===== config.mk =====
export PLATFORM = sky130hd
export DESIGN_NAME = majority_window_button_debouncer_flat
export DESIGN_NICKNAME = d
export VERILOG_FILES = /design/src/sv/mwbd_pkg.sv /design/src/sv/mwbd_in_if.sv /design/src/sv/mwbd_out_if.sv /design/src/sv/mwbd_cell.sv /design/src/sv/mwbd_tally.sv /design/src/sv/majority_window_button_debouncer.sv /design/src/flat_wrapper.sv
export SDC_FILE = /design/constraint.sdc
export NUM_CORES = 1
export LEC_CHECK = 0
export BUFFER_PORTS_ARGS = -buffer_cell sky130_fd_sc_hd__buf_2
export CAP_MARGIN = 40
export CORE_AREA = 2 2 138 154
export CTS_CLUSTER_DIAMETER = 120
export CTS_CLUSTER_SIZE = 20
export DETAILED_ROUTE_END_ITERATION = 7
export DIE_AREA = 0 0 140 156
export GPL_TIMING_DRIVEN = 0
export HOLD_SLACK_MARGIN = 0.05
export PLACE_DENSITY = 0.77
export SLEW_MARGIN = 40
export SYNTH_ARGS = -nofsm -noshare
export SYNTH_HDL_FRONTEND = slang
export SYNTH_SLANG_ARGS = --single-unit

===== constraint.sdc =====
create_clock -name clk -period 7.64 [get_ports clk]
set_input_delay 0.382 -clock clk [delete_from_list [all_inputs] [get_ports clk]]
set_output_delay 0.382 -clock clk [all_outputs]
set_load 0.01 [all_outputs]

===== src/sv/mwbd_pkg.sv =====
// Shared types, constants and helpers for the majority window button debouncer.
// No dependencies; the cell, tally, top level and testbench import this package.
`default_nettype none

package mwbd_pkg;

  localparam int WINDOW = 100;
  localparam int CNT_W  = $clog2(WINDOW + 1);
  localparam int THR_W  = 8;
  localparam int CFG_IDX_W  = 2;
  localparam int CFG_DATA_W = THR_W;

  localparam logic [CFG_IDX_W-1:0] REG_PRESS_THR   = CFG_IDX_W'(0);
  localparam logic [CFG_IDX_W-1:0] REG_RELEASE_THR = CFG_IDX_W'(1);

  localparam logic [THR_W-1:0] PRESS_THR_RST   = THR_W'(70);
  localparam logic [THR_W-1:0] RELEASE_THR_RST = THR_W'(30);

  typedef enum logic [1:0] {
    CLS_NONE   = 2'd0,
    CLS_CENTER = 2'd1,
    CLS_LEFT   = 2'd2,
    CLS_RIGHT  = 2'd3
  } cls_t;

  typedef logic [CNT_W-1:0] cnt_t;

  typedef struct packed {
    logic step;
    cls_t cls_new;
    cls_t cls_old;
  } step_t;

  typedef struct packed {
    logic [THR_W-1:0] press_thr;
    logic [THR_W-1:0] rel_thr;
  } thr_t;

  function automatic cls_t classify(input logic left_pin, input logic right_pin);
    cls_t c;
    if (left_pin && right_pin) begin
      c = CLS_CENTER;
    end else if (left_pin) begin
      c = CLS_LEFT;
    end else if (right_pin) begin
      c = CLS_RIGHT;
    end else begin
      c = CLS_NONE;
    end
    return c;
  endfunction

endpackage

`default_nettype wire


===== src/sv/mwbd_in_if.sv =====
// Input channel: valid/ready handshake carrying the two sampled pin levels.
// No dependencies.
`default_nettype none

interface mwbd_in_if;
  logic valid;
  logic ready;
  logic left_pin;
  logic right_pin;

  modport source (output valid, output left_pin, output right_pin, input ready);
  modport sink   (input valid, input left_pin, input right_pin, output ready);
endinterface

`default_nettype wire


===== src/sv/mwbd_out_if.sv =====
// Result channel: valid/ready handshake carrying the debounced button code.
// No dependencies.
`default_nettype none

interface mwbd_out_if;
  logic       valid;
  logic       ready;
  logic [1:0] pressed;

  modport source (output valid, output pressed, input ready);
  modport sink   (input valid, input pressed, output ready);
endinterface

`default_nettype wire


===== src/sv/mwbd_cell.sv =====
// One window cell: holds a single sample class and hands it to the next cell
// on every accepted beat. Depends on mwbd_pkg.
`default_nettype none

module mwbd_cell
  import mwbd_pkg::*;
(
  input  wire  clk,
  input  wire  rst_n,
  input  wire  shift,
  input  cls_t cls_in,
  output cls_t cls_out
);

  cls_t cls_r;

  always_ff @(posedge clk) begin
    if (!rst_n) begin
      cls_r <= CLS_NONE;
    end else if (shift) begin
      cls_r <= cls_in;
    end
  end

  assign cls_out = cls_r;

endmodule

`default_nettype wire


===== src/sv/mwbd_tally.sv =====
// Running per-class counts, majority pick and press latch with hysteresis.
// Depends on mwbd_pkg.
`default_nettype none

module mwbd_tally
  import mwbd_pkg::*;
(
  input  wire   clk,
  input  wire   rst_n,
  input  step_t step_i,
  input  thr_t  thr_i,
  output cls_t  latched
);

  cnt_t cnt_r   [4];
  cnt_t cnt_nxt [4];
  cls_t latched_r;
  cls_t latched_nxt;
  cls_t pick;

  always_comb begin
    for (int k = 0; k < 4; k++) begin
      cnt_nxt[k] = cnt_r[k]
                 - CNT_W'(step_i.cls_old == cls_t'(2'(k)))
                 + CNT_W'(step_i.cls_new == cls_t'(2'(k)));
    end

    pick = (cnt_nxt[CLS_NONE] > cnt_nxt[CLS_CENTER]) ? CLS_NONE : CLS_CENTER;
    if (cnt_nxt[CLS_LEFT] > cnt_nxt[pick]) begin
      pick = CLS_LEFT;
    end
    if (cnt_nxt[CLS_RIGHT] > cnt_nxt[pick]) begin
      pick = CLS_RIGHT;
    end

    latched_nxt = latched_r;
    if (latched_r == CLS_NONE && pick != CLS_NONE) begin
      if (THR_W'(cnt_nxt[pick]) > thr_i.press_thr) begin
        latched_nxt = pick;
      end
    end else if (latched_r == pick) begin
      if (THR_W'(cnt_nxt[pick]) < thr_i.rel_thr) begin
        latched_nxt = CLS_NONE;
      end
    end
  end

  always_ff @(posedge clk) begin
    if (!rst_n) begin
      cnt_r[CLS_NONE]   <= CNT_W'(WINDOW);
      cnt_r[CLS_CENTER] <= '0;
      cnt_r[CLS_LEFT]   <= '0;
      cnt_r[CLS_RIGHT]  <= '0;
      latched_r         <= CLS_NONE;
    end else if (step_i.step) begin
      cnt_r     <= cnt_nxt;
      latched_r <= latched_nxt;
    end
  end

  assign latched = latched_r;

endmodule

`default_nettype wire


===== src/sv/majority_window_button_debouncer.sv =====
// Top level of the majority window button debouncer: window cell chain,
// count/latch unit, configuration registers and result register.
// Depends on mwbd_pkg, mwbd_in_if, mwbd_out_if, mwbd_cell and mwbd_tally.
//
// Usage: each input beat carries left_pin and right_pin for one tick. The pair
// is classified (both high center, left only left, right only right, else
// none) and shifted into a chain of WINDOW cells; the class that falls off the
// end leaves the running counts. Each input beat yields exactly one result
// beat with pressed, the latched button after that tick (0 none, 1 center,
// 2 left, 3 right).
// Result: registered, valid in the cycle after its input beat is accepted.
// Throughput: one beat per cycle while results are taken; the count update, majority pick and latch
// decision all complete in the cycle of acceptance.
// Stall: the result register holds its beat while out_ch.ready is low, and
// in_ch.ready drops only while that register is full and not being taken.
// Reset (rst_n low, synchronous): window all none, none count WINDOW, latch
// none, press threshold 70, release threshold 30, no result pending.
// Configuration: cfg_we with cfg_index 0 writes the press threshold, index 1
// the release threshold; other indexes are ignored. Write only while idle.
`default_nettype none

module majority_window_button_debouncer
  import mwbd_pkg::*;
(
  input  wire                   clk,
  input  wire                   rst_n,
  mwbd_in_if.sink               in_ch,
  mwbd_out_if.source            out_ch,
  input  wire                   cfg_we,
  input  wire [CFG_IDX_W-1:0]   cfg_index,
  input  wire [CFG_DATA_W-1:0]  cfg_data
);

  logic             in_acc;
  logic             out_valid_r;
  logic [THR_W-1:0] press_thr_r;
  logic [THR_W-1:0] rel_thr_r;
  cls_t             cls_new;
  cls_t             chain [WINDOW];
  step_t            step;
  thr_t             thr;
  cls_t             latched;

  assign in_ch.ready = !out_valid_r || out_ch.ready;
  assign in_acc      = in_ch.valid && in_ch.ready;
  assign cls_new     = classify(in_ch.left_pin, in_ch.right_pin);

  always_ff @(posedge clk) begin
    if (!rst_n) begin
      press_thr_r <= PRESS_THR_RST;
      rel_thr_r   <= RELEASE_THR_RST;
    end else if (cfg_we) begin
      case (cfg_index)
        REG_PRESS_THR:   press_thr_r <= cfg_data[THR_W-1:0];
        REG_RELEASE_THR: rel_thr_r   <= cfg_data[THR_W-1:0];
        default: ;
      endcase
    end
  end

  for (genvar i = 0; i < WINDOW; i++) begin : g_cell
    if (i == 0) begin : g_head
      mwbd_cell u_cell (
        .clk     (clk),
        .rst_n   (rst_n),
        .shift   (in_acc),
        .cls_in  (cls_new),
        .cls_out (chain[i])
      );
    end else begin : g_body
      mwbd_cell u_cell (
        .clk     (clk),
        .rst_n   (rst_n),
        .shift   (in_acc),
        .cls_in  (chain[i-1]),
        .cls_out (chain[i])
      );
    end
  end

  assign step.step    = in_acc;
  assign step.cls_new = cls_new;
  assign step.cls_old = chain[WINDOW-1];
  assign thr.press_thr = press_thr_r;
  assign thr.rel_thr   = rel_thr_r;

  mwbd_tally u_tally (
    .clk     (clk),
    .rst_n   (rst_n),
    .step_i  (step),
    .thr_i   (thr),
    .latched (latched)
  );

  always_ff @(posedge clk) begin
    if (!rst_n) begin
      out_valid_r <= 1'b0;
    end else if (in_acc) begin
      out_valid_r <= 1'b1;
    end else if (out_ch.ready) begin
      out_valid_r <= 1'b0;
    end
  end

  assign out_ch.valid   = out_valid_r;
  assign out_ch.pressed = latched;

  a_result_follows: assert property (@(posedge clk) disable iff (!rst_n)
    in_acc |=> out_ch.valid)
    else $error("accepted beat produced no result");

  a_hold_when_idle: assert property (@(posedge clk) disable iff (!rst_n)
    ($past(rst_n) && !$past(in_acc)) |-> $stable(out_ch.pressed))
    else $error("pressed changed without an input beat");

  a_via_none: assert property (@(posedge clk) disable iff (!rst_n)
    ($past(rst_n) && $past(out_ch.pressed) != CLS_NONE
      && out_ch.pressed != $past(out_ch.pressed)) |-> out_ch.pressed == CLS_NONE)
    else $error("press moved between buttons without release");

  a_ready_when_empty: assert property (@(posedge clk) disable iff (!rst_n)
    !out_ch.valid |-> in_ch.ready)
    else $error("input stalled with empty result register");

endmodule

`default_nettype wire


===== src/flat_wrapper.sv =====
// flat-port wrapper written by rule: the top's interface ports become plain ports
module majority_window_button_debouncer_flat import mwbd_pkg::*;
  (clk, rst_n, cfg_we, cfg_index, cfg_data, in_ch_valid, in_ch_left_pin, in_ch_right_pin, in_ch_ready, out_ch_valid, out_ch_pressed, out_ch_ready);
  mwbd_in_if in_ch_i ();
  mwbd_out_if out_ch_i ();
  input  wire clk;
  input  wire rst_n;
  input  wire cfg_we;
  input  wire [CFG_IDX_W-1:0] cfg_index;
  input  wire [CFG_DATA_W-1:0] cfg_data;
  input wire logic [$bits(in_ch_i.valid)-1:0] in_ch_valid;
  input wire logic [$bits(in_ch_i.left_pin)-1:0] in_ch_left_pin;
  input wire logic [$bits(in_ch_i.right_pin)-1:0] in_ch_right_pin;
  output wire logic [$bits(in_ch_i.ready)-1:0] in_ch_ready;
  output wire logic [$bits(out_ch_i.valid)-1:0] out_ch_valid;
  output wire logic [$bits(out_ch_i.pressed)-1:0] out_ch_pressed;
  input wire logic [$bits(out_ch_i.ready)-1:0] out_ch_ready;
  assign in_ch_i.valid = in_ch_valid;
  assign in_ch_i.left_pin = in_ch_left_pin;
  assign in_ch_i.right_pin = in_ch_right_pin;
  assign in_ch_ready = in_ch_i.ready;
  assign out_ch_valid = out_ch_i.valid;
  assign out_ch_pressed = out_ch_i.pressed;
  assign out_ch_i.ready = out_ch_ready;
  majority_window_button_debouncer u_core (.clk(clk), .rst_n(rst_n), .in_ch(in_ch_i), .out_ch(out_ch_i), .cfg_we(cfg_we), .cfg_index(cfg_index), .cfg_data(cfg_data));
endmodule

==> flow_summary_export.csv, run 1 <==
group,metric,value,unit
global_route,antenna_found_initial,0,
clocking,cts_buffers,16,
timing,tightest_slew,0.7060,ns
route,wirelength,22250,µm
logic_synthesis,synth_nets,1461,
logic_synthesis,synth_top_area_frac,0.4345,
global_route,grt_pass1_wl,36360,µm
placed_design,io_buffers,19,
cells_and_area,final_nets,1528,
die,die_height,156,µm
clocking,clk_pin_slew,0.08,ns
clocking,clk_path_buf_depth,3,
clocking,clk_latency,0.48,ns
cells_and_area,register_area,0.004952,mm²
clocking,holdBufCountCts,0,
run_status,status,"finished with violations",
run_status,violations,"negative setup slack",
cells_and_area,finalNonFillerCells,1698,
timing,hold_viol,0,
placed_design,place_inst,1650,
clocking,cts-root-buf,"clkbuf_16",
global_route,first_global_vias,8341,
timing,clock_skew,0.01618,ns
logic_synthesis,synth_warnings,0,
logic_synthesis,syn_inst,1375,
clocking,cts_tree,"yes",
logic_synthesis,avgSynthCellArea,8.277,µm²
die,core,0.02030,mm²
logic_synthesis,yosys-top-cells-area,"dfxtp_1 43%, nand2_1 15%, a21boi_0 14%, ha_1 7.1%, inv_1 2.5%",
clocking,cts.htree.levels,1,
cells_and_area,drive_gt1_frac,0.09917,
die,initial_core_util,0.5606,
cells_and_area,antennaDiodeCount,0,
cells_and_area,area_growth,12.46,%
cells_and_area,nFillCells,1680,
die,die_area,0.02184,mm²
timing,setup_viol,2,
route,initialDrtViolationCount,377,
global_route,overflow,0,
timing,rsz0062_at_grt,"yes",
logic_synthesis,ys_types,52,
die,row_count,55,
timing,fin_crit,7.824,ns
timing,holdWs,0.1403,ns
clocking,cts_sinks,247,
route,dr.pass1.iters,7,
timing,slew-limit-headroom,0.5283,
route,detail_route.wl_per_cell,13.10,µm
logic_synthesis,synth_edf_count,0,
global_route,grt_max_degree,21,
logic_synthesis,yosysTopAreaCell,"dfxtp_1",
placed_design,routabilityCongestion,0.8626,
route,dr_total_vias,8903,
logic_synthesis,async_flop_share,0,
global_route,grt_usage,0.1948,
route,drtAntennaViolNets,0,
route,vias_per_cell,5.243,
cells_and_area,multi_input_area,0.006130,mm²
timing,fmax,127.8,MHz
die,num_io_pins,21,
logic_synthesis,synth-main-ff-cell,"dfxtp_1",
logic_synthesis,netlist_area,0.01138,mm²
hold_path,min_path_type,"in2reg",
logic_synthesis,ys_seq_elements,247,
worst_setup_path,end_kind,"flop",
worst_setup_path,critPathSlowestCell,"fa_2",
timing,fin_crit_sh,1.024,
worst_setup_path,critPathRequiredTime,8.05,ns
timing,drv_slew,0,
flow_run,maxCapViolations,0,
worst_setup_path,timing_worst_setup_path_type,"reg2reg",
worst_setup_path,max_stage_delay,0.41,ns
placed_design,dp.final_hpwl,15250,µm
route,drc,0,
timing,setup_ws,-0.1838,ns
timing,tns,-0.3371,ns
die,die_w,140,µm
logic_synthesis,ys_seq_area_frac,0.4345,
worst_setup_path,arrival,8.23,ns
worst_setup_path,cp_max_fo,6,
worst_setup_path,critPathLaunchType,"flop",
## state kept, by name, summed over array words and instances, names as in the netlist
signal and cells:
u_core.g_cell.g_body.u_cell.cls_out 198, u_core.g_cell.g_head.u_cell.cls_out 2, u_core.out_ch.valid 1, u_core.press_thr_r 8, u_core.rel_thr_r 8, u_core.u_tally.cnt_r 28, u_core.u_tally.latched 2
## final cells by class
type	instances	share of cell area
multi-input cells	971	0.4789
well taps	256	0.02503
clock inverters	1	0.001271
flip-flops and latches	247	0.3869
clock buffers	17	0.03324
inverters	75	0.02229
plain buffers	82	0.02669
repair buffers	49	0.02561
## metrics by stage
step	worst slack [ns]	util	cell area [µm²]
after floorplan	0.03787	-	11390
after global placement	-1.038	0.5815	11810
after detailed placement	-1.248	0.5815	11810
after CTS	0.01330	0.6153	12490
after global routing	-0.5231	0.6304	12800
final	-0.1838	0.6304	12800
## cells in the mapped netlist (4+ instances only)
library cell and instances:
clkbuf_1 74, o21ai_0 18, mux2_2 5, mux2i_1 17
a21o_1 8, and2_1 5, o21a_1 6, fa_1 4
nor2_1 26, buf_1 4, dfxtp_1 247, a21oi_1 31
ha_1 65, a21boi_0 218, nand4_1 5, nand2_1 466
nand3_1 6, xor2_1 4, o211ai_1 6, nor2b_1 16
xnor2_1 21, inv_1 75, o21bai_1 7
## cells in the final DEF, fill, tap and decap left out, types with 4 or more instances in the layout
cell type  count
nand2_1      463
dfxtp_1      245
a21boi_0     218
clkbuf_1      73
inv_1         69
ha_1          54
buf_4         30
nor2_1        22
a21oi_1       21
buf_2         19
xnor2_1       17
clkbuf_16     17
nor2b_1       14
o21ai_0       13
mux2i_1       12
a21oi_2       10
a21o_1         8
ha_4           8
o21bai_1       7
o21a_1         6
xnor2_2        6
nand3_1        6
o211ai_1       6
inv_2          5
and2_1         5
nand4_1        5
mux2i_4        5
xor2_1         4
nor2_2         4
mux2_2         4
buf_1          4
## critical path, delay by kind of cell (launching register included)
kind,cells,cell delay (ns)
buf+inv,5,0.77
mux,2,0.42
flops,1,0.37
xor+xnor,1,0.18
compound gates,19,3.14
simple gates,12,1.05
fa+ha+maj,7,1.81
## worst paths after layout
path	slack (ns)	startpoint	to	cells past startpoint
max	-0.18	u_core.g_cell[99].g_body.u_cell.cls_out[0]	u_core.u_tally.latched[1]	46
min	0.14	cfg_data[1]	u_core.press_thr_r[1]	3
max reg2reg	-0.18	u_core.g_cell[99].g_body.u_cell.cls_out[0]	u_core.u_tally.latched[1]	46
min reg2reg	0.45	u_core.g_cell[79].g_body.u_cell.cls_out[1]	u_core.g_cell[80].g_body.u_cell.cls_out[1]	2
## timing repair
| action | CTS | global route |
|---|---|---|
| pin swaps | 15 | 23 |
| resized for setup | 28 | 44 |
| setup buffers | 18 | 12 |
| gates cloned | 0 | 0 |
| endpoints found under the setup margin | 2 | 2 |
| endpoints found under the hold margin | 0 | 0 |
## metal layers
layer | wire length, µm | global-route usage | vias up
met5 | 0 | 0 | -
met3 | 549 | 0.02210 | 38
met2 | 11120 | 0.3697 | 111
li1 | - | - | 4599
met4 | 495 | 0.04858 | 0
met1 | 10090 | 0.2347 | 4155
## logic make-up after synthesis
group                      Yosys count  synth area share
and+or+nand+nor                    543            0.1914
muxes                               23           0.02122
adders and majority gates           69           0.07850
DFF                                247            0.4345
buffers and inverters              157           0.05431
xor gates and xnor gates            27           0.02210
AOI/OAI and AO/OA                  309            0.1980
Power of run 1 is left out: the tool's default activity adds up to more than one toggle a clock period on the data nets, which glitch-free logic cannot reach.
==> inputs of run 2 (changes only) <==
--- a/config.mk
+++ b/config.mk
@@ -18,4 +18,5 @@
 export SLEW_MARGIN = 40
 export SYNTH_ARGS = -nofsm -noshare
 export SYNTH_HDL_FRONTEND = slang
+export SYNTH_HIERARCHICAL = 1
 export SYNTH_SLANG_ARGS = --single-unit
==> flow_summary_export.csv, run 2 <==
group,metric,value,unit
logic_synthesis,yosys-top-cells-area,"dfxtp_1 43%, mux2i_1 22%, nor2b_1 13%, ha_1 6.8%, inv_1 2.3%",
route,vias_per_cell,5.184,
route,dr_total_vias,7419,
timing,fmax,129.4,MHz
run_status,status,"finished with violations",
timing,slew-limit-headroom,0.4243,
route,dr.pass1.iters,4,
cells_and_area,drive_gt1_frac,0.1251,
die,die_height,156,µm
logic_synthesis,ys_types,56,
placed_design,dp.final_hpwl,12280,µm
route,initialDrtViolationCount,263,
logic_synthesis,syn_inst,1093,
clocking,holdBufCountCts,0,
timing,rsz0062_at_grt,"yes",
die,die_area,0.02184,mm²
logic_synthesis,synth_edf_count,0,
global_route,antenna_found_initial,0,
worst_setup_path,end_kind,"flop",
cells_and_area,final_cell_mix,"245 x dfxtp_1, 238 x mux2i_1, 235 x nor2b_1, 64 x inv_1, 54 x ha_1",
clocking,clk_pin_slew,0.09,ns
worst_setup_path,reg2reg_depth,44,
worst_setup_path,crit_top_cell,"ha_4",
timing,setup_ws,-0.08937,ns
cells_and_area,nFillCells,1657,
die,initial_core_util,0.5609,
global_route,grt_max_degree,130,
worst_setup_path,max_stage_delay,0.44,ns
global_route,first_global_vias,7370,
timing,hold_viol,0,
placed_design,place_inst,1376,
cells_and_area,final_common_cell,"dfxtp_1",
cells_and_area,antennaDiodeCount,0,
global_route,grt_pass1_wl,32670,µm
worst_setup_path,critPathSlowestCell,"or4b_4",
hold_path,whs_path_depth,3,
worst_setup_path,worst-path-stages,47,
global_route,overflow,0,
placed_design,post-place-ws,-1.513,ns
cells_and_area,finalNonFillerCells,1431,
route,drc,0,
clocking,clk_latency,0.49,ns
clocking,cts-root-buf,"clkbuf_16",
global_route,use_met1,0.2174,
logic_synthesis,synth_common_cells,"247 x dfxtp_1, 245 x mux2i_1, 237 x nor2b_1",
route,wirelength,18770,µm
cells_and_area,finalCoreUtilization,0.6440,
worst_setup_path,critPathTopFamily,"compound AO/OA/AOI/OAI gates",
worst_setup_path,critPathRequiredTime,8.07,ns
global_route,globalRouteMet2Util,0.3108,
global_route,grt_busiest_layer,"met2",
logic_synthesis,avgSynthCellArea,10.42,µm²
logic_synthesis,yosysTopAreaCell,"dfxtp_1",
logic_synthesis,synth-main-ff-cell,"dfxtp_1",
logic_synthesis,synth_top_area_frac,0.4342,
worst_setup_path,timing_worst_setup_path_type,"in2reg",
logic_synthesis,synth_nets,1176,
worst_setup_path,arrival,8.16,ns
cells_and_area,largest_register_ff_count,198,
clocking,cts_buffers,16,
worst_setup_path,cp_num_buf_inv,8,
cells_and_area,area_growth,14.81,%
die,num_io_pins,21,
logic_synthesis,netlist_area,0.01139,mm²
global_route,grt_usage,0.1725,
timing,fin_crit_sh,1.012,
cells_and_area,final_nets,1258,
logic_synthesis,synth_warnings,6,
logic_synthesis,synth.most_common_cell,"dfxtp_1",
route,detail_route.wl_per_cell,13.12,µm
clocking,cts_sinks,247,
timing,tightest_slew,0.8635,ns
timing,fin_crit,7.729,ns
logic_synthesis,ys_seq_area_frac,0.4342,
route,drtAntennaViolNets,0,
die,core,0.02030,mm²
placed_design,io_buffers,20,
clocking,clk_path_buf_depth,3,
logic_synthesis,async_flop_share,0,
logic_synthesis,ys_seq_elements,247,
run_status,violations,"negative setup slack",
die,die_w,140,µm
flow_run,maxCapViolations,0,
timing,setup_viol,2,
clocking,cts_tree,"yes",
hold_path,min_path_type,"in2reg",
global_route,grtUsageMet3,0.02179,
worst_setup_path,critPathLaunchType,"input port",
die,row_count,55,
timing,clock_skew,0.02751,ns
timing,drv_slew,0,
placed_design,routabilityCongestion,0.8111,
clocking,cts.htree.levels,1,
worst_setup_path,cp_max_fo,7,
-- run 2: cell count changes after synthesis, sizes merged, moves of 13 or more --
cell	previous run	this run
nor2b	17	237
nand2	466	41
clkbuf	75	10
mux2i	17	245
nor2	27	14
a21boi	218	1
-- run 2: area by class of cell --
class | count | area (µm²) | share of cell area
timing repair buffer | 64 | 556.8 | 0.04259
inverter | 69 | 269.0 | 0.02058
tap | 256 | 320.3 | 0.02450
buffer | 14 | 85.08 | 0.006508
clock buffer | 17 | 425.4 | 0.03254
multi-input combinational | 763 | 6451 | 0.4934
clock inverter | 1 | 16.27 | 0.001244
sequential | 247 | 4950 | 0.3786
-- run 2: tightest hold or removal path, cell delays in order --
cell,delay (ns)
buf_2,0.11
inv_1,0.04
a21boi_0,0.06
-- run 2: logic make-up after synthesis --
logic type               count (synthesis)  synth area share
buffers and inverters                   83           0.02791
AO/OA/AOI/OAI                           92           0.05307
adder cells (fa/ha/maj)                 67           0.07604
multiplexers                           245            0.2154
flip-flops                             247            0.4342
AND/OR/NAND/NOR                        336            0.1757
XOR/XNOR                                23           0.01769
-- run 2: repair_timing --
action,CTS,global route
resized for setup,29,28
pin swaps,28,19
setup endpoints to repair,2,2
gates cloned,1,0
setup buffers,26,10
-- run 2: final timing paths --
path	to	slack (ns)	start
worst max-delay path	u_core/u_tally/latched[1]	-0.09	in_ch_right_pin
worst min-delay path	u_core/out_ch.valid	0.16	in_ch_valid
worst max register to register	u_core/u_tally/latched[1]	-0.07	u_core/g_cell[99].g_body.u_cell/cls_out[0]
worst min register to register	u_core/rel_thr_r[6]	0.46	u_core/rel_thr_r[6]
-- run 2: metal layers --
layer	wire (µm)	share of wire
met1	8981	0.48
met2	9045	0.48
met3	432	0.023
met4	315	0.017
met5	0	0
-- run 2: stage by stage --
step | TNS (ns) | hold WS (ns) | instance area [µm²]
3_5_place_dp | -3.025 | 0.4543 | 12110
3_3_place_gp | -2.912 | 0.4434 | 11960
5_1_grt | -0.9177 | 0.1486 | 13070
6_report | -0.1626 | 0.1640 | 13070
2_1_floorplan | -0.8058 | 0.4292 | 11530
4_1_cts | 0 | 0.1431 | 12880
Power of run 2 is left out for the same reason.
